<file path="config.mk">
export PLATFORM = sky130hd
export DESIGN_NAME = ini_line_tokenizer
export DESIGN_NICKNAME = d
export VERILOG_FILES = /design/src/hw/rtl/iltk_pkg.sv /design/src/hw/rtl/ini_line_tokenizer.sv /design/src/hw/rtl/iltk_front.sv /design/src/hw/rtl/iltk_queue.sv /design/src/hw/rtl/iltk_back.sv
export SDC_FILE = /design/constraint.sdc
export NUM_CORES = 1
export LEC_CHECK = 0
export BUFFER_PORTS_ARGS = -buffer_cell sky130_fd_sc_hd__buf_2
export CAP_MARGIN = 30
export CORE_AREA = 2 2 174 176
export CTS_CLUSTER_DIAMETER = 40
export DETAILED_ROUTE_END_ITERATION = 8
export DIE_AREA = 0 0 176 178
export GPL_TIMING_DRIVEN = 0
export PLACE_DENSITY = 0.75
export SLEW_MARGIN = 20
export SYNTH_ARGS = -nofsm -noshare
export SYNTH_HDL_FRONTEND = slang
export SYNTH_SLANG_ARGS = --single-unit
</file>
<file path="constraint.sdc">
create_clock -name clk -period 8.34 [get_ports clk]
set_input_delay 0.417 -clock clk [delete_from_list [all_inputs] [get_ports clk]]
set_output_delay 0.417 -clock clk [all_outputs]
set_load 0.01 [all_outputs]
</file>
<file path="src/hw/rtl/iltk_pkg.sv">
// Package for the INI line tokenizer: types, character codes, section table.
`default_nettype none
package iltk_pkg;

	localparam int LINE_BYTES = 256;
	localparam int COL_W      = $clog2(LINE_BYTES);
	localparam logic [COL_W-1:0] COL_MAX = COL_W'(LINE_BYTES - 1);

	localparam int QDEPTH = 2;
	localparam int QPTR_W = (QDEPTH > 1) ? $clog2(QDEPTH) : 1;
	localparam int QCNT_W = $clog2(QDEPTH + 1);

	localparam logic [7:0] CH_NUL  = 8'h00;
	localparam logic [7:0] CH_TAB  = 8'h09;
	localparam logic [7:0] CH_LF   = 8'h0A;
	localparam logic [7:0] CH_CR   = 8'h0D;
	localparam logic [7:0] CH_SP   = 8'h20;
	localparam logic [7:0] CH_HASH = 8'h23;
	localparam logic [7:0] CH_SEMI = 8'h3B;
	localparam logic [7:0] CH_EQ   = 8'h3D;
	localparam logic [7:0] CH_LBR  = 8'h5B;
	localparam logic [7:0] CH_RBR  = 8'h5D;

	localparam logic [2:0] SEC_NONE    = 3'd0;
	localparam logic [2:0] SEC_UNIT    = 3'd1;
	localparam logic [2:0] SEC_SERVICE = 3'd2;
	localparam logic [2:0] SEC_TIMER   = 3'd3;
	localparam logic [2:0] SEC_INSTALL = 3'd4;

	localparam int NAME_MAX = 7;

	localparam logic [7:0] SECT_NAMES [4][8] = '{
		'{"U", "n", "i", "t", 8'h00, 8'h00, 8'h00, 8'h00},
		'{"S", "e", "r", "v", "i", "c", "e", 8'h00},
		'{"T", "i", "m", "e", "r", 8'h00, 8'h00, 8'h00},
		'{"I", "n", "s", "t", "a", "l", "l", 8'h00}
	};
	localparam logic [2:0] SECT_LENS [4] = '{3'd4, 3'd7, 3'd5, 3'd7};
	localparam logic [2:0] SECT_CODE [4] = '{SEC_UNIT, SEC_SERVICE, SEC_TIMER, SEC_INSTALL};

	typedef struct packed {
		logic [7:0] data_byte;
		logic       final_byte;
	} item_t;

	typedef struct packed {
		logic [2:0]  section_code;
		logic [31:0] line_start;
		logic [7:0]  key_offset;
		logic [7:0]  key_length;
		logic [7:0]  value_offset;
		logic [7:0]  value_length;
	} desc_t;

	// Classified byte as handed from front to back.
	typedef struct packed {
		logic [7:0] data_byte;
		logic       final_byte;
		logic       nl;
		logic       nul;
		logic       sptab;
		logic       blank;
		logic       cmt;
		logic       lbr;
		logic       rbr;
		logic       eq;
	} tok_t;

	typedef struct packed {
		logic [QCNT_W-1:0] count;
		logic              full;
		logic              empty;
	} q_stat_t;

	typedef enum logic [5:0] {
		PH_LEAD  = 6'b000001,
		PH_KEY   = 6'b000010,
		PH_VLEAD = 6'b000100,
		PH_VBODY = 6'b001000,
		PH_NAME  = 6'b010000,
		PH_SKIP  = 6'b100000
	} phase_t;

	function automatic logic [7:0] col8(input logic [COL_W-1:0] v);
		logic [COL_W+7:0] w;
		w = {8'b0, v};
		return w[7:0];
	endfunction

endpackage
`default_nettype wire

</file>
<file path="src/hw/rtl/ini_line_tokenizer.sv">
// Top level of the INI line tokenizer.
`default_nettype none
// INI line tokenizer. Bytes of an INI text buffer enter on the item channel,
// one per transfer, with final_byte marking the last byte of the buffer. Each
// line that holds '=' (and is not a comment or section header) yields one
// descriptor on the desc channel when the line closes at LF or at the final
// byte: the current section code, the stream position of the line's first
// byte, and the trimmed key and value spans as offset and length within the
// line. Section headers [Unit], [Service], [Timer] and [Install] select the
// section; any other name selects none, and the section returns to none after
// each buffer. The block sustains one byte per clock while descriptors are
// taken: the front stage classifies and registers each byte, a two-entry
// queue decouples it from the back stage, and the back stage computes all
// line state for one byte combinationally and loads the descriptor
// register. A closing byte passes the front register and a queue entry
// before it loads the descriptor register. The back stage stalls only while
// a descriptor waits untaken; the front keeps filling the queue meanwhile.
// Lines keep at most their first LINE_BYTES-1 bytes and none from a NUL on;
// the stream position saturates at 2^32-1. No clearing pass follows reset.
module ini_line_tokenizer import iltk_pkg::*; (
	input  wire logic  clk,
	input  wire logic  arst_n,
	input  wire logic  item_valid,
	output logic       item_ready,
	input  wire item_t item,
	output logic       desc_valid,
	input  wire logic  desc_ready,
	output desc_t      desc
);

	logic    fq_valid;
	logic    fq_ready;
	tok_t    fq_tok;
	logic    qb_valid;
	logic    qb_ready;
	tok_t    qb_tok;
	q_stat_t q_stat;

	// Classify and register each incoming byte.
	iltk_front u_front (
		.clk        (clk),
		.arst_n     (arst_n),
		.item_valid (item_valid),
		.item_ready (item_ready),
		.item       (item),
		.tok_valid  (fq_valid),
		.tok_ready  (fq_ready),
		.tok        (fq_tok)
	);

	// Hold classified bytes while the back stage stalls.
	iltk_queue u_queue (
		.clk        (clk),
		.arst_n     (arst_n),
		.push_valid (fq_valid),
		.push_ready (fq_ready),
		.push_tok   (fq_tok),
		.pop_valid  (qb_valid),
		.pop_ready  (qb_ready),
		.pop_tok    (qb_tok),
		.stat       (q_stat)
	);

	// Advance the line state and emit descriptors.
	iltk_back u_back (
		.clk        (clk),
		.arst_n     (arst_n),
		.tok_valid  (qb_valid),
		.tok_ready  (qb_ready),
		.tok        (qb_tok),
		.desc_valid (desc_valid),
		.desc_ready (desc_ready),
		.desc       (desc)
	);

	// Queue occupancy never exceeds its depth, and full and empty are never both set.
	a_queue_bound: assert property (@(posedge clk) disable iff (!arst_n)
		(q_stat.count <= QCNT_W'(QDEPTH)) && !(q_stat.full && q_stat.empty))
		else $error("token queue occupancy out of range");

	// A descriptor carries one of the five section codes.
	a_section_code: assert property (@(posedge clk) disable iff (!arst_n)
		desc_valid |-> (desc.section_code <= SEC_INSTALL))
		else $error("descriptor section code out of range");

	// The back stage never takes a token the queue does not hold.
	a_pop_nonempty: assert property (@(posedge clk) disable iff (!arst_n)
		(qb_valid && qb_ready) |-> !q_stat.empty)
		else $error("token popped from empty queue");

endmodule
`default_nettype wire

</file>
<file path="src/hw/rtl/iltk_front.sv">
// Front stage: classify each incoming byte and register it.
`default_nettype none
module iltk_front import iltk_pkg::*; (
	input  wire logic  clk,
	input  wire logic  arst_n,
	input  wire logic  item_valid,
	output logic       item_ready,
	input  wire item_t item,
	output logic       tok_valid,
	input  wire logic  tok_ready,
	output tok_t       tok
);

	logic valid_s1;
	tok_t tok_s1;
	tok_t cls;

	always_comb begin
		cls.data_byte  = item.data_byte;
		cls.final_byte = item.final_byte;
		cls.nl         = (item.data_byte == CH_LF);
		cls.nul        = (item.data_byte == CH_NUL);
		cls.sptab      = (item.data_byte == CH_SP) || (item.data_byte == CH_TAB);
		cls.blank      = cls.sptab || (item.data_byte == CH_CR) || cls.nl;
		cls.cmt        = (item.data_byte == CH_HASH) || (item.data_byte == CH_SEMI);
		cls.lbr        = (item.data_byte == CH_LBR);
		cls.rbr        = (item.data_byte == CH_RBR);
		cls.eq         = (item.data_byte == CH_EQ);
	end

	assign item_ready = !valid_s1 || tok_ready;
	assign tok_valid  = valid_s1;
	assign tok        = tok_s1;

	always_ff @(posedge clk or negedge arst_n) begin
		if (!arst_n) begin
			valid_s1 <= 1'b0;
		end else if (item_ready) begin
			valid_s1 <= item_valid;
		end
	end

	always_ff @(posedge clk) begin
		if (item_ready && item_valid) begin
			tok_s1 <= cls;
		end
	end

endmodule
`default_nettype wire

</file>
<file path="src/hw/rtl/iltk_queue.sv">
// Short token queue between the front and back stages.
`default_nettype none
module iltk_queue import iltk_pkg::*; (
	input  wire logic clk,
	input  wire logic arst_n,
	input  wire logic push_valid,
	output logic      push_ready,
	input  wire tok_t push_tok,
	output logic      pop_valid,
	input  wire logic pop_ready,
	output tok_t      pop_tok,
	output q_stat_t   stat
);

	tok_t              mem_q [QDEPTH];
	logic [QPTR_W-1:0] wr_q;
	logic [QPTR_W-1:0] rd_q;
	logic [QCNT_W-1:0] cnt_q;
	logic              push;
	logic              pop;

	assign stat.count = cnt_q;
	assign stat.full  = (cnt_q == QCNT_W'(QDEPTH));
	assign stat.empty = (cnt_q == '0);
	assign push_ready = !stat.full;
	assign pop_valid  = !stat.empty;
	assign pop_tok    = mem_q[rd_q];
	assign push       = push_valid && push_ready;
	assign pop        = pop_valid && pop_ready;

	function automatic logic [QPTR_W-1:0] bump(input logic [QPTR_W-1:0] p);
		return (p == QPTR_W'(QDEPTH - 1)) ? '0 : p + 1'b1;
	endfunction

	always_ff @(posedge clk or negedge arst_n) begin
		if (!arst_n) begin
			wr_q  <= '0;
			rd_q  <= '0;
			cnt_q <= '0;
		end else begin
			if (push) begin
				wr_q <= bump(wr_q);
			end
			if (pop) begin
				rd_q <= bump(rd_q);
			end
			if (push && !pop) begin
				cnt_q <= cnt_q + 1'b1;
			end else if (pop && !push) begin
				cnt_q <= cnt_q - 1'b1;
			end
		end
	end

	always_ff @(posedge clk) begin
		if (push) begin
			mem_q[wr_q] <= push_tok;
		end
	end

endmodule
`default_nettype wire

</file>
<file path="src/hw/rtl/iltk_back.sv">
// Back stage: line tokenizer state and the descriptor output register.
`default_nettype none
module iltk_back import iltk_pkg::*; (
	input  wire logic clk,
	input  wire logic arst_n,
	input  wire logic tok_valid,
	output logic      tok_ready,
	input  wire tok_t tok,
	output logic      desc_valid,
	input  wire logic desc_ready,
	output desc_t     desc
);

	logic [2:0]       sect_q, n_sect;
	logic [31:0]      pos_q, n_pos;
	logic [31:0]      lbeg_q, n_lbeg;
	logic [COL_W-1:0] col_q, n_col;
	phase_t           phase_q, n_phase;
	logic [COL_W-1:0] kbeg_q, n_kbeg;
	logic [COL_W-1:0] klast_q, n_klast;
	logic [COL_W-1:0] vbeg_q, n_vbeg;
	logic [COL_W-1:0] vlast_q, n_vlast;
	logic [COL_W-1:0] vmark_q, n_vmark;
	logic [2:0]       nidx_q, n_nidx;
	logic [3:0]       nalive_q, n_nalive;
	logic             cut_q, n_cut;

	logic             out_valid_q;
	desc_t            out_q;
	desc_t            res;
	logic             go;
	logic             close;
	logic             emit;
	logic [COL_W-1:0] col_nx;
	logic [COL_W-1:0] klen;
	logic [COL_W-1:0] voff;
	logic [COL_W-1:0] vlen;

	assign go         = tok_valid && (!out_valid_q || desc_ready);
	assign tok_ready  = go;
	assign desc_valid = out_valid_q;
	assign desc       = out_q;
	assign col_nx     = col_q + 1'b1;

	always_comb begin
		n_sect   = sect_q;
		n_lbeg   = lbeg_q;
		n_col    = col_q;
		n_phase  = phase_q;
		n_kbeg   = kbeg_q;
		n_klast  = klast_q;
		n_vbeg   = vbeg_q;
		n_vlast  = vlast_q;
		n_vmark  = vmark_q;
		n_nidx   = nidx_q;
		n_nalive = nalive_q;
		n_cut    = cut_q;

		// Take the byte into the line unless it is LF or the line was cut.
		if (!tok.nl && !cut_q) begin
			if (tok.nul || col_q >= COL_MAX) begin
				n_cut = 1'b1;
			end else begin
				n_col = col_nx;
				case (phase_q)
					PH_LEAD: begin
						if (!tok.sptab) begin
							n_kbeg = col_q;
							if (tok.cmt) begin
								n_phase = PH_SKIP;
							end else if (tok.lbr) begin
								n_phase  = PH_NAME;
								n_nidx   = '0;
								n_nalive = 4'hF;
							end else if (tok.eq) begin
								n_phase = PH_VLEAD;
								n_vmark = col_nx;
								n_vbeg  = col_nx;
							end else begin
								n_phase = PH_KEY;
								if (!tok.blank) n_klast = col_nx;
							end
						end
					end
					PH_KEY: begin
						if (tok.eq) begin
							n_phase = PH_VLEAD;
							n_vmark = col_nx;
							n_vbeg  = col_nx;
						end else if (!tok.blank) begin
							n_klast = col_nx;
						end
					end
					PH_VLEAD: begin
						if (!tok.sptab) begin
							n_vbeg  = col_q;
							n_phase = PH_VBODY;
							if (!tok.blank) n_vlast = col_nx;
						end
					end
					PH_VBODY: begin
						if (!tok.blank) n_vlast = col_nx;
					end
					PH_NAME: begin
						if (tok.rbr) begin
							n_sect = SEC_NONE;
							for (int k = 0; k < 4; k++) begin
								if (nalive_q[k] && SECT_LENS[k] == nidx_q) n_sect = SECT_CODE[k];
							end
							n_phase = PH_SKIP;
						end else if (nidx_q < 3'(NAME_MAX)) begin
							for (int k = 0; k < 4; k++) begin
								if (SECT_NAMES[k][nidx_q] != tok.data_byte) n_nalive[k] = 1'b0;
							end
							n_nidx = nidx_q + 1'b1;
						end else begin
							n_nalive = '0;
						end
					end
					default: begin
					end
				endcase
			end
		end

		n_pos = (pos_q != 32'hFFFF_FFFF) ? pos_q + 1'b1 : pos_q;
		close = tok.nl || tok.final_byte;
		emit  = close && (n_phase == PH_VLEAD || n_phase == PH_VBODY);

		klen = (n_klast != '0) ? n_klast - n_kbeg : '0;
		voff = (n_vlast != '0) ? n_vbeg : n_vmark;
		vlen = (n_vlast != '0) ? n_vlast - n_vbeg : '0;

		res.section_code = n_sect;
		res.line_start   = lbeg_q;
		res.key_offset   = col8(n_kbeg);
		res.key_length   = col8(klen);
		res.value_offset = col8(voff);
		res.value_length = col8(vlen);

		// Close the line: clear per-line state and mark where the next begins.
		if (close) begin
			n_col    = '0;
			n_phase  = PH_LEAD;
			n_kbeg   = '0;
			n_klast  = '0;
			n_vbeg   = '0;
			n_vlast  = '0;
			n_vmark  = '0;
			n_nidx   = '0;
			n_nalive = 4'hF;
			n_cut    = 1'b0;
			n_lbeg   = n_pos;
		end
		if (tok.final_byte) n_sect = SEC_NONE;
	end

	always_ff @(posedge clk or negedge arst_n) begin
		if (!arst_n) begin
			sect_q      <= SEC_NONE;
			pos_q       <= '0;
			lbeg_q      <= '0;
			col_q       <= '0;
			phase_q     <= PH_LEAD;
			kbeg_q      <= '0;
			klast_q     <= '0;
			vbeg_q      <= '0;
			vlast_q     <= '0;
			vmark_q     <= '0;
			nidx_q      <= '0;
			nalive_q    <= 4'hF;
			cut_q       <= 1'b0;
			out_valid_q <= 1'b0;
		end else begin
			if (go) begin
				sect_q   <= n_sect;
				pos_q    <= n_pos;
				lbeg_q   <= n_lbeg;
				col_q    <= n_col;
				phase_q  <= n_phase;
				kbeg_q   <= n_kbeg;
				klast_q  <= n_klast;
				vbeg_q   <= n_vbeg;
				vlast_q  <= n_vlast;
				vmark_q  <= n_vmark;
				nidx_q   <= n_nidx;
				nalive_q <= n_nalive;
				cut_q    <= n_cut;
			end
			if (go && emit) begin
				out_valid_q <= 1'b1;
			end else if (desc_ready) begin
				out_valid_q <= 1'b0;
			end
		end
	end

	always_ff @(posedge clk) begin
		if (go && emit) begin
			out_q <= res;
		end
	end

endmodule
`default_nettype wire
</file>
==> results.tsv, run 1 <==
metric	value	unit
Fin Clk Skew	11.9	ps
commonest non-fill, non-tap cell in the layout	nand2_1	
IO Pins	82	
grt ovf	0	
relative slew slack	0.328	
CTS Buf Count	35	
EDFF count, synth	118	
Final GP Congestion	0.931	
internal reg-to-reg setup slack	4100	ps
H-tree Lvls	2	
Syn Std Cell Area	12800	µm²
WL/cell	17.7	µm
crit path max fanout	10	
largest family of logic cells by synthesized area	simple AND/OR/NAND/NOR gates	
Final Hold Fails	0	
Die Width	176	µm
TNS Setup	0	ps
Simple-Gate Fraction of Synth Area	0.152	
CP startpoint	u_back.phase_q[5]$_DFFE_PN0P_	
minimum clock period	4240	ps
status	finished, final reports clean	
Critical R2R Launch	u_back.phase_q[5]$_DFFE_PN0P_	
sequential fraction of the synthesis area	0.543	
synth unique cells	85	
DR vias/cell	5.51	
Clk Latency, worst-skew pair	510	ps
worst vdd ir	0.134	mV
period utilization	0.509	
Max Cap Violations	0	
P&R area growth vs syn	17.7	%
DRT Pass-1 Iters	5	
cell repeated most along the worst path	o21ai_0	
Worst Hold Class	in -> reg	
largest net degree at the start of global routing	71	
count of final setup violators	0	
Cell Area, Placed	13800	µm²
Tightest Pin Transition	1000	ps
Gate Count Post-Synth	1149	
number of synthesized register bits	253	
Max stage delay on crit path	600	ps
share of layout cells above drive strength 1	0.169	
prevailing post-synth register cell	dfrtp_1	
Die Area	31300	µm²
first-pass GRT wire length	48600	µm
CP arrival	4470	ps
# resized after CTS	0	
asr flop ratio synth	0.534	
syn_area_per_cell	11.1	µm²
worst setup path endpoint	u_back.desc[23]$_SDFFCE_PN0P_	
Crit. End Element	flop	
DRC viols	0	
core area	29400	µm²
Antenna diodes	0	
Syn Nets	1190	
Final HPWL DP	21000	µm
most frequent cells in the layout	nand2_1, dfrtp_1, edfxtp_1, buf_2, nor2_1	
crit-path cells	buf_2 -> nor4_4 -> o211ai_1 -> a2111oi_4 -> buf_4 -> mux2i_1 -> inv_1 -> ha_1 -> nor2b_1 -> o21ai_0 -> a21boi_0 -> o21ai_0 -> a21oi_1 -> xnor2_1 -> nor2_1	
Final #Nets	1319	
RSZ-0062 raised after global routing	no	
Slowest-stage cell, CP	a2111oi_4	
sink count of the clock tree	253	
CTS tree	yes	
Crit Path Class	reg -> reg	
clk slew on worst S/H paths	60	ps
Initial Utilization	0.434	
Clock Path Buffers	3	
power density over the cells	302	nW/µm²
crit start category	flop	
Crit path depth	15	
Adder-Cell Fraction of Synth Area	0.0286	
FF-to-FF path depth	15	
Min Hold Slack	89.4	ps
number of nets with antenna violations after routing	0	
Compound-Gate Fraction of Synth Area	0.124	
CP delay by family, top	compound AO/OA/AOI/OAI gates	
port buffer count	81	
Max Clk Rate	236	MHz
Root Buffer	clkbuf_16	
number of global-route vias before repair	9280	
1st-iter DRT viols	720	
fraction of synthesized cell area in xor and xnor cells	0.0686	
mux contribution to synthesized area	0.0541	
Buf/Inv on CP	3	
Die H	178	µm
row count	63	
R2R Path End	u_back.desc[23]$_SDFFCE_PN0P_	
initial antenna violation count	0	
Final Instance Area	15000	µm²
Yosys warning count	0	
via count	9335	
CP required	8570	ps
leak pwr	6.19	nW
Total Wirelength	30000	µm
Tot GR Track Use	0.193	
pins over their slew limit	0	
[power breakdown]
| group | internal, mW | total [mW] | switching, mW |
|---|---|---|---|
| Sequential | 1.51 | 1.63 | 0.118 |
| Combinational | 0.458 | 1.37 | 0.910 |
| Clock | 0.963 | 1.53 | 0.567 |
[kinds of logic after synthesis]
logic type / count (synthesis)
fa+ha+maj: 28
mux: 64
xor+xnor: 100
simple gates: 388
buf+inv: 85
compound gates: 231
flops: 253
[timing repair]
item                      4_1_cts  5_1_grt
hold endpoints to repair       61        0
setup buffers                   0        0
hold buffers                    1        0
[how the worst min path moves through the flow]
stage	startpoint	endpoint	slack [ps]	cells past startpoint
2_1_floorplan	arst_n	u_back.col_q[0]$_DFFE_PN0P_	120	0
3_3_place_gp	u_front.tok[13]$_DFFE_PP_	u_queue.mem_q[0][13]$_DFFE_PP_	430	0
3_5_place_dp	arst_n	u_back.lbeg_q[25]$_DFFE_PN0P_	410	1
4_1_cts	item[0]	u_front.tok[8]$_DFFE_PP_	70	1
5_1_grt	item[0]	u_front.tok[8]$_DFFE_PP_	80	1
6_report	item[0]	u_front.tok[8]$_DFFE_PP_	90	1
[synthesized netlist by cell type (all sizes together) (6+ instances only)]
library cell,number,area (µm²)
nand4,14,103
nand2b,11,68.8
buf,22,141
nor2b,12,77.6
edfxtp,118,3540
o31ai,6,45.0
inv,33,124
dfrtp,130,3250
a22o,24,210
nand2,131,492
nor4,10,98.8
xnor2,60,526
mux2,17,195
mux2i,47,495
clkbuf,30,113
a21oi,33,173
a31oi,12,75.1
nand3,38,195
or3,9,56.3
xor2,40,350
o21ai,90,462
nor3,34,185
ha,26,325
nor2,87,327
a32o,6,60.1
and3,12,75.1
[metrics by stage]
step | instances | setup slack (ps) | total power [mW] | util
after global routing | 1694 | 3780 | 4.75 | 0.511
after detailed placement | 1629 | 4150 | 2.99 | 0.469
after global placement | 1620 | -240 | 2.95 | 0.465
after CTS | 1693 | 4120 | 4.53 | 0.510
final | 1694 | 4100 | 4.53 | 0.511
after floorplan | 1149 | 2260 | 2.60 | -
[final cells by class]
cell class | instances | area, µm²
plain buffers | 52 | 254
clock buffers | 43 | 968
fillers | 2553 | 14400
well taps | 390 | 488
repair buffers | 92 | 537
multi-input cells | 811 | 5470
inverters | 33 | 124
flip-flops and latches | 253 | 6930
clock inverters | 20 | 244
[worst register-to-register path: cells and delay by family, from the launching register on]
| kind | cells | cell delay, ps |
|---|---|---|
| AO/OA/AOI/OAI | 6 | 1590 |
| XOR/XNOR | 1 | 170 |
| adder cells (fa/ha/maj) | 1 | 290 |
| buffers and inverters | 3 | 570 |
| flip-flops | 1 | 350 |
| multiplexers | 1 | 380 |
| AND/OR/NAND/NOR | 3 | 630 |
[registers in the layout, summed over array words and instances, names as in the netlist, 2 cells and up]
| name | flops |
|---|---|
| u_queue.mem_q | 34 |
| u_front.tok | 17 |
| u_back.vlast_q | 8 |
| u_back.nalive_q | 4 |
| u_back.phase_q | 6 |
| u_back.pos_q | 32 |
| u_back.vbeg_q | 8 |
| u_back.vmark_q | 8 |
| u_back.lbeg_q | 32 |
| u_back.klast_q | 8 |
| u_back.kbeg_q | 8 |
| u_back.desc | 67 |
| u_back.sect_q | 3 |
| u_queue.cnt_q | 2 |
| u_back.nidx_q | 3 |
| u_back.col_q | 8 |
[per-layer routing]
metal,track usage,up-vias,share of wire
li1,-,4429,-
met1,0.262,4519,0.45
met2,0.310,304,0.46
met3,0.0303,83,0.057
met4,0.0840,0,0.040
met5,0,-,0
No activity file was read; power rests on OpenSTA's default activity.
==> run 2: changes to the inputs <==
- PLACE_DENSITY: 0.75 -> 0.72
- clock period: 8.34 -> 4.4 ns (I/O delays scaled with it)
==> results.tsv, run 2 (synthesis results as in run 1) <==
metric	value	unit	change
Crit Path Class	reg -> reg		unchanged
status	finished, final reports clean		unchanged
Slowest-stage cell, CP	dfrtp_1		was a2111oi_4
DR vias/cell	5.53		was 5.51
DRT Pass-1 Iters	5		unchanged
1st-iter DRT viols	867		was 720
worst vdd ir	0.301	mV	was 0.134 mV
clk slew on worst S/H paths	60	ps	about the same
P&R area growth vs syn	18.2	%	was 17.7%
Largest Register	u_back.desc		unchanged
part of the power in combinational logic	0.309		was 0.302
via count	9443		was 9,335
Die Width	176	µm	unchanged
Largest register FFs	67		unchanged
power density over the cells	558	nW/µm²	was 302 nW/µm²
Antenna diodes	0		unchanged
largest net degree at the start of global routing	71		unchanged
minimum clock period	4170	ps	was 4240 ps
Die H	178	µm	unchanged
FF-to-FF path depth	15		unchanged
count of final setup violators	0		unchanged
CTS Buf Count	36		was 35
number of setup buffers added after CTS	0		unchanged
Max Clk Rate	240	MHz	was 236 MHz
RSZ-0062 raised after global routing	yes		was no
power share of the clock group	0.324		was 0.338
worst setup path endpoint	u_back.desc[6]$_SDFFCE_PN0P_		was u_back.desc[23]$_SDFFCE_PN0P_
NetSw	3.06	mW	was 1.59 mW
Final Hold Fails	0		unchanged
Layout Cells excl Fill	1708		was 1,694
Crit path depth	15		unchanged
share of layout cells above drive strength 1	0.175		was 0.169
DRC viols	0		unchanged
Cell Int Power	5.37	mW	was 2.93 mW
most frequent cells in the layout	nand2_1, dfrtp_1, edfxtp_1, buf_2, nor2_1		unchanged
sink count of the clock tree	253		unchanged
Die Area	31300	µm²	unchanged
R2R Path End	u_back.desc[6]$_SDFFCE_PN0P_		was u_back.desc[23]$_SDFFCE_PN0P_
Max Cap Violations	0		unchanged
Final #Nets	1331		was 1,319
number of nets with antenna violations after routing	0		unchanged
initial antenna violation count	0		unchanged
Power, Total	8.42	mW	was 4.53 mW
Min Hold Slack	110	ps	was 89.4 ps
Fin Clk Skew	14.6	ps	was 11.9 ps
internal reg-to-reg setup slack	230	ps	was 4100 ps
CTS tree	yes		unchanged
relative slew slack	0.296		was 0.328
crit start category	flop		unchanged
pins over their slew limit	0		unchanged
period utilization	0.948		was 0.509
CP required	4660	ps	was 8570 ps
crit path max fanout	10		unchanged
Final HPWL DP	21000	µm	about the same
Clk Latency, worst-skew pair	510	ps	about the same
CP arrival	4430	ps	was 4470 ps
Total Wirelength	29700	µm	was 30,000 µm
leak pwr	6.20	nW	was 6.19 nW
Tightest Pin Transition	1050	ps	was 1000 ps
port buffer count	81		unchanged
grt ovf	0		unchanged
CP delay by family, top	compound AO/OA/AOI/OAI gates		unchanged
Final GP Congestion	0.921		was 0.931
final-layout fill cell count	2570		was 2,553
power share of the sequential group	0.367		was 0.360
Clock Path Buffers	3		unchanged
Critical R2R Launch	u_back.col_q[1]$_DFFE_PN0P_		was u_back.phase_q[5]$_DFFE_PN0P_
WL/cell	17.4	µm	was 17.7 µm
first-pass GRT wire length	48200	µm	was 48,600 µm
Final Instance Area	15100	µm²	was 15,000 µm²
row count	63		unchanged
Initial Utilization	0.434		unchanged
core area	29400	µm²	unchanged
Crit. End Element	flop		unchanged
Buf/Inv on CP	1		was 3
Cell Area, Placed	13800	µm²	about the same
CP startpoint	u_back.col_q[1]$_DFFE_PN0P_		was u_back.phase_q[5]$_DFFE_PN0P_
Max stage delay on crit path	490	ps	was 600 ps
number of global-route vias before repair	9156		was 9,280
Root Buffer	clkbuf_16		unchanged
Worst Hold Class	in -> reg		unchanged
Placed Instances	1629		unchanged
Tot GR Track Use	0.192		was 0.193
Top Registers	u_back.desc x67, u_queue.mem_q x34		unchanged
IO Pins	82		unchanged
switch share	0.363		was 0.352
H-tree Lvls	2		unchanged
commonest non-fill, non-tap cell in the layout	nand2_1		unchanged
crit-path cells	ha_1 -> nand3_1 -> o21a_1 -> nand4b_1 -> clkbuf_1 -> a21oi_1 -> o22ai_1 -> ha_1 -> nor2b_1 -> o21ai_0 -> nand2b_1 -> a21o_1 -> a21oi_1 -> xor2_1 -> nor2_1		was buf_2 -> nor4_4 -> o211ai_1 -> a2111oi_4 -> buf_4 -> mux2i_1 -> inv_1 -> ha_1 -> nor2b_1 -> o21ai_0 -> a21boi_0 -> o21ai_0 -> a21oi_1 -> xnor2_1 -> nor2_1
==> run 2: power groups by stage <==
stage                     logic (mW)  clock network (mW)  registers (mW)
after global routing            2.87                2.89            3.13
after floorplan                 1.88                   0            3.06
after global placement          2.50                   0            3.12
after CTS                       2.57                2.78            3.09
final                           2.60                2.73            3.09
after detailed placement        2.55                   0            3.13
==> run 2: area by class of cell <==
type	count	area, µm²	area share
flip-flops and latches	253	6930	0.459
repair buffers	103	636	0.0421
well taps	390	488	0.0324
plain buffers	52	254	0.0168
clock buffers	43	968	0.0642
inverters	33	124	0.00821
clock inverters	23	185	0.0123
multi-input cells	811	5500	0.365
==> run 2: tightest hold or removal path: stages <==
cell	delay [ps]
buf_2	80
nor2b_1	50
or2_1	220
==> run 2: how the worst min path moves through the flow <==
| stage | startpoint | to | slack, ps | cells after the start |
|---|---|---|---|---|
| floorplan | arst_n | u_back.col_q[0]$_DFFE_PN0P_ | -80 | 0 |
| global placement | item[0] | u_front.tok[8]$_DFFE_PP_ | 400 | 1 |
| detailed placement | arst_n | u_back.lbeg_q[25]$_DFFE_PN0P_ | 220 | 1 |
| CTS | desc_ready | u_back.desc_valid$_DFFE_PN0P_ | 100 | 3 |
| global route | desc_ready | u_back.desc_valid$_DFFE_PN0P_ | 130 | 3 |
| finish | desc_ready | u_back.desc_valid$_DFFE_PN0P_ | 110 | 3 |
==> run 2: through the flow <==
stage | worst slack [ps] | utilization | setup TNS [ps]
after floorplan | 1.76 | - | 0
after global placement | -1700 | 0.465 | -115170
after detailed placement | 226 | 0.469 | 0
after CTS | 213 | 0.512 | 0
after global routing | -5.17 | 0.513 | -5.17
final | 230 | 0.513 | 0
==> run 2: per-layer routing <==
| metal | wire [µm] | part of all wire | vias to the layer above | track usage |
|---|---|---|---|---|
| li1 | - | - | 4452 | - |
| met2 | 13500 | 0.46 | 312 | 0.304 |
| met1 | 13300 | 0.45 | 4593 | 0.261 |
| met5 | 0 | 0 | - | 0 |
| met3 | 1680 | 0.057 | 86 | 0.0367 |
| met4 | 1180 | 0.040 | 0 | 0.0789 |
==> run 2: timing repair <==
action / in CTS / in global routing
resized for setup: 0 / 2
hold endpoints to repair: 74 / 0
hold buffers: 11 / 0
endpoints found under the setup margin: 0 / 4
==> run 3: changes to the inputs <==
- CORE_AREA: 2 2 174 176 -> 2 2 210 212
- DIE_AREA: 0 0 176 178 -> 0 0 212 214
- PLACE_DENSITY: 0.72 -> 0.57
- clock period: 4.4 -> 4.7 ns (I/O delays scaled with it)
==> results.tsv, run 3 (synthesis results as in run 1) <==
metric	value	unit	change
status	finished, final reports clean		unchanged
1st-iter DRT viols	641		was 867
relative slew slack	0.368		was 0.296
leak pwr	6.36	nW	was 6.20 nW
WHS Path Cells	3		unchanged
P&R area growth vs syn	22.2	%	was 18.2%
# resized after CTS	0		unchanged
power share of the sequential group	0.343		was 0.367
Clock Path Buffers	3		unchanged
Critical R2R Launch	u_queue.rd_q$_DFFE_PN0P_		was u_back.col_q[1]$_DFFE_PN0P_
IO Pins	82		unchanged
Final #Nets	1334		was 1,331
sink count of the clock tree	253		unchanged
grt ovf	0		unchanged
Root Buffer	clkbuf_16		unchanged
power share of the clock group	0.368		was 0.324
worst vdd ir	0.299	mV	was 0.301 mV
H-tree Lvls	2		unchanged
largest net degree at the start of global routing	73		was 71
Max Cap Violations	0		unchanged
Die H	214	µm	was 178 µm
Layout Cells excl Fill	1909		was 1,708
port buffer count	81		unchanged
DRT Pass-1 Iters	5		unchanged
Worst Hold Class	in -> reg		unchanged
crit start category	flop		unchanged
Total Wirelength	31100	µm	was 29,700 µm
count of final setup violators	0		unchanged
CP startpoint	u_queue.rd_q$_DFFE_PN0P_		was u_back.col_q[1]$_DFFE_PN0P_
Crit. End Element	flop		unchanged
number of setup buffers added after CTS	0		unchanged
Largest register FFs	67		unchanged
DR vias/cell	4.86		was 5.53
Antenna diodes	0		unchanged
clk slew on worst S/H paths	50	ps	was 60 ps
Final Hold Fails	0		unchanged
Die Width	212	µm	was 176 µm
share of layout cells above drive strength 1	0.176		was 0.175
minimum clock period	4250	ps	was 4170 ps
period utilization	0.905		was 0.948
first-pass GRT wire length	50600	µm	was 48,200 µm
Final HPWL DP	22200	µm	was 21,000 µm
Tightest Pin Transition	940	ps	was 1050 ps
DRC viols	0		unchanged
pins over their slew limit	0		unchanged
initial antenna violation count	0		unchanged
via count	9281		was 9,443
crit path max fanout	10		unchanged
Max Clk Rate	235	MHz	was 240 MHz
Final GP Congestion	0.862		was 0.921
Die Area	45400	µm²	was 31,300 µm²
Core Util, Final	0.363		was 0.513
Clk Latency, worst-skew pair	540	ps	was 510 ps
Placed Instances	1825		was 1,629
WL/cell	16.3	µm	was 17.4 µm
Fin Clk Skew	27.7	ps	was 14.6 ps
part of the power in combinational logic	0.290		was 0.309
CTS Buf Count	39		was 36
CP required	4970	ps	was 4660 ps
# hold bufs at CTS	11		unchanged
Crit Path Class	reg -> reg		unchanged
core area	42900	µm²	was 29,400 µm²
switch share	0.342		was 0.363
commonest non-fill, non-tap cell in the layout	nand2_1		unchanged
most frequent cells in the layout	nand2_1, dfrtp_1, edfxtp_1, buf_2, nor2_1		unchanged
power density over the cells	540	nW/µm²	was 558 nW/µm²
number of nets with antenna violations after routing	0		unchanged
Top Registers	u_back.desc x67, u_queue.mem_q x34		unchanged
number of global-route vias before repair	9218		was 9,156
Cell Int Power	5.54	mW	was 5.37 mW
RSZ-0062 raised after global routing	no		was yes
NetSw	2.88	mW	was 3.06 mW
row count	76		was 63
FF-to-FF path depth	16		was 15
Tot GR Track Use	0.139		was 0.192
Initial Utilization	0.297		was 0.434
Largest Register	u_back.desc		unchanged
hold path start	desc_ready		unchanged
CTS tree	yes		unchanged
CP arrival	4530	ps	was 4430 ps
-- run 3: path summary, 6_finish.rpt --
path / to / slack, ps
hold / removal: u_back.desc_valid$_DFFE_PN0P_ / 80
setup reg to reg: u_back.desc[7]$_SDFFCE_PN0P_ / 450
setup / recovery: u_back.desc[7]$_SDFFCE_PN0P_ / 450
max in group asynchronous: u_queue.rd_q$_DFFE_PN0P_ / 3690
min in group asynchronous: u_back.lbeg_q[16]$_DFFE_PN0P_ / 250
hold reg to reg: u_queue.mem_q[0][13]$_DFFE_PP_ / 430
-- run 3: layout make-up --
type / instances / area (µm²)
fillers: 4219 / 27300
repair buffers: 103 / 651
plain buffers: 52 / 254
multi-input cells: 811 / 5470
clock inverters: 23 / 349
flip-flops and latches: 253 / 6930
well taps: 585 / 732
inverters: 33 / 124
clock buffers: 49 / 1070
-- run 3: worst max-delay path, stage by stage, from the launching register on --
cell and delay, ps:
dfrtp_1 330, buf_6 150, buf_6 160, buf_2 270
mux2i_1 300, clkbuf_1 400, mux2i_1 240, o22ai_1 120
o32ai_1 680, ha_1 350, nor2b_1 120, o21ai_0 190
a21o_1 170, a31oi_1 100, xnor2_1 190, xnor2_1 160
nor2_1 70
-- run 3: stage by stage --
stage / hold WS, ps / power, mW / cell area [µm²] / setup WS, ps / setup TNS (ps)
finish: 83.1 / 8.42 / 15600 / 446 / 0
global placement: 423 / 5.30 / 13900 / -1890 / -128360
floorplan: -60.6 / 4.61 / 12800 / 191 / 0
detailed placement: 229 / 5.35 / 14000 / 428 / 0
CTS: 56.2 / 8.50 / 15600 / 408 / 0
global route: 82.8 / 8.90 / 15600 / 52.5 / 0
-- run 3: power by group through the flow --
stage	clock network, mW	logic, mW	registers [mW]
4_1_cts	3.17	2.45	2.89
2_1_floorplan	0	1.74	2.87
3_5_place_dp	0	2.42	2.92
5_1_grt	3.28	2.70	2.92
3_3_place_gp	0	2.39	2.92
6_report	3.10	2.44	2.88
-- run 3: routing by layer --
layer	routed length, µm	part of all wire	GRT usage	vias to the layer above
li1	-	-	-	4462
met1	14500	0.46	0.194	4497
met2	14300	0.46	0.219	263
met3	1720	0.055	0.0249	59
met4	647	0.021	0.0453	0
met5	0	0	0	-
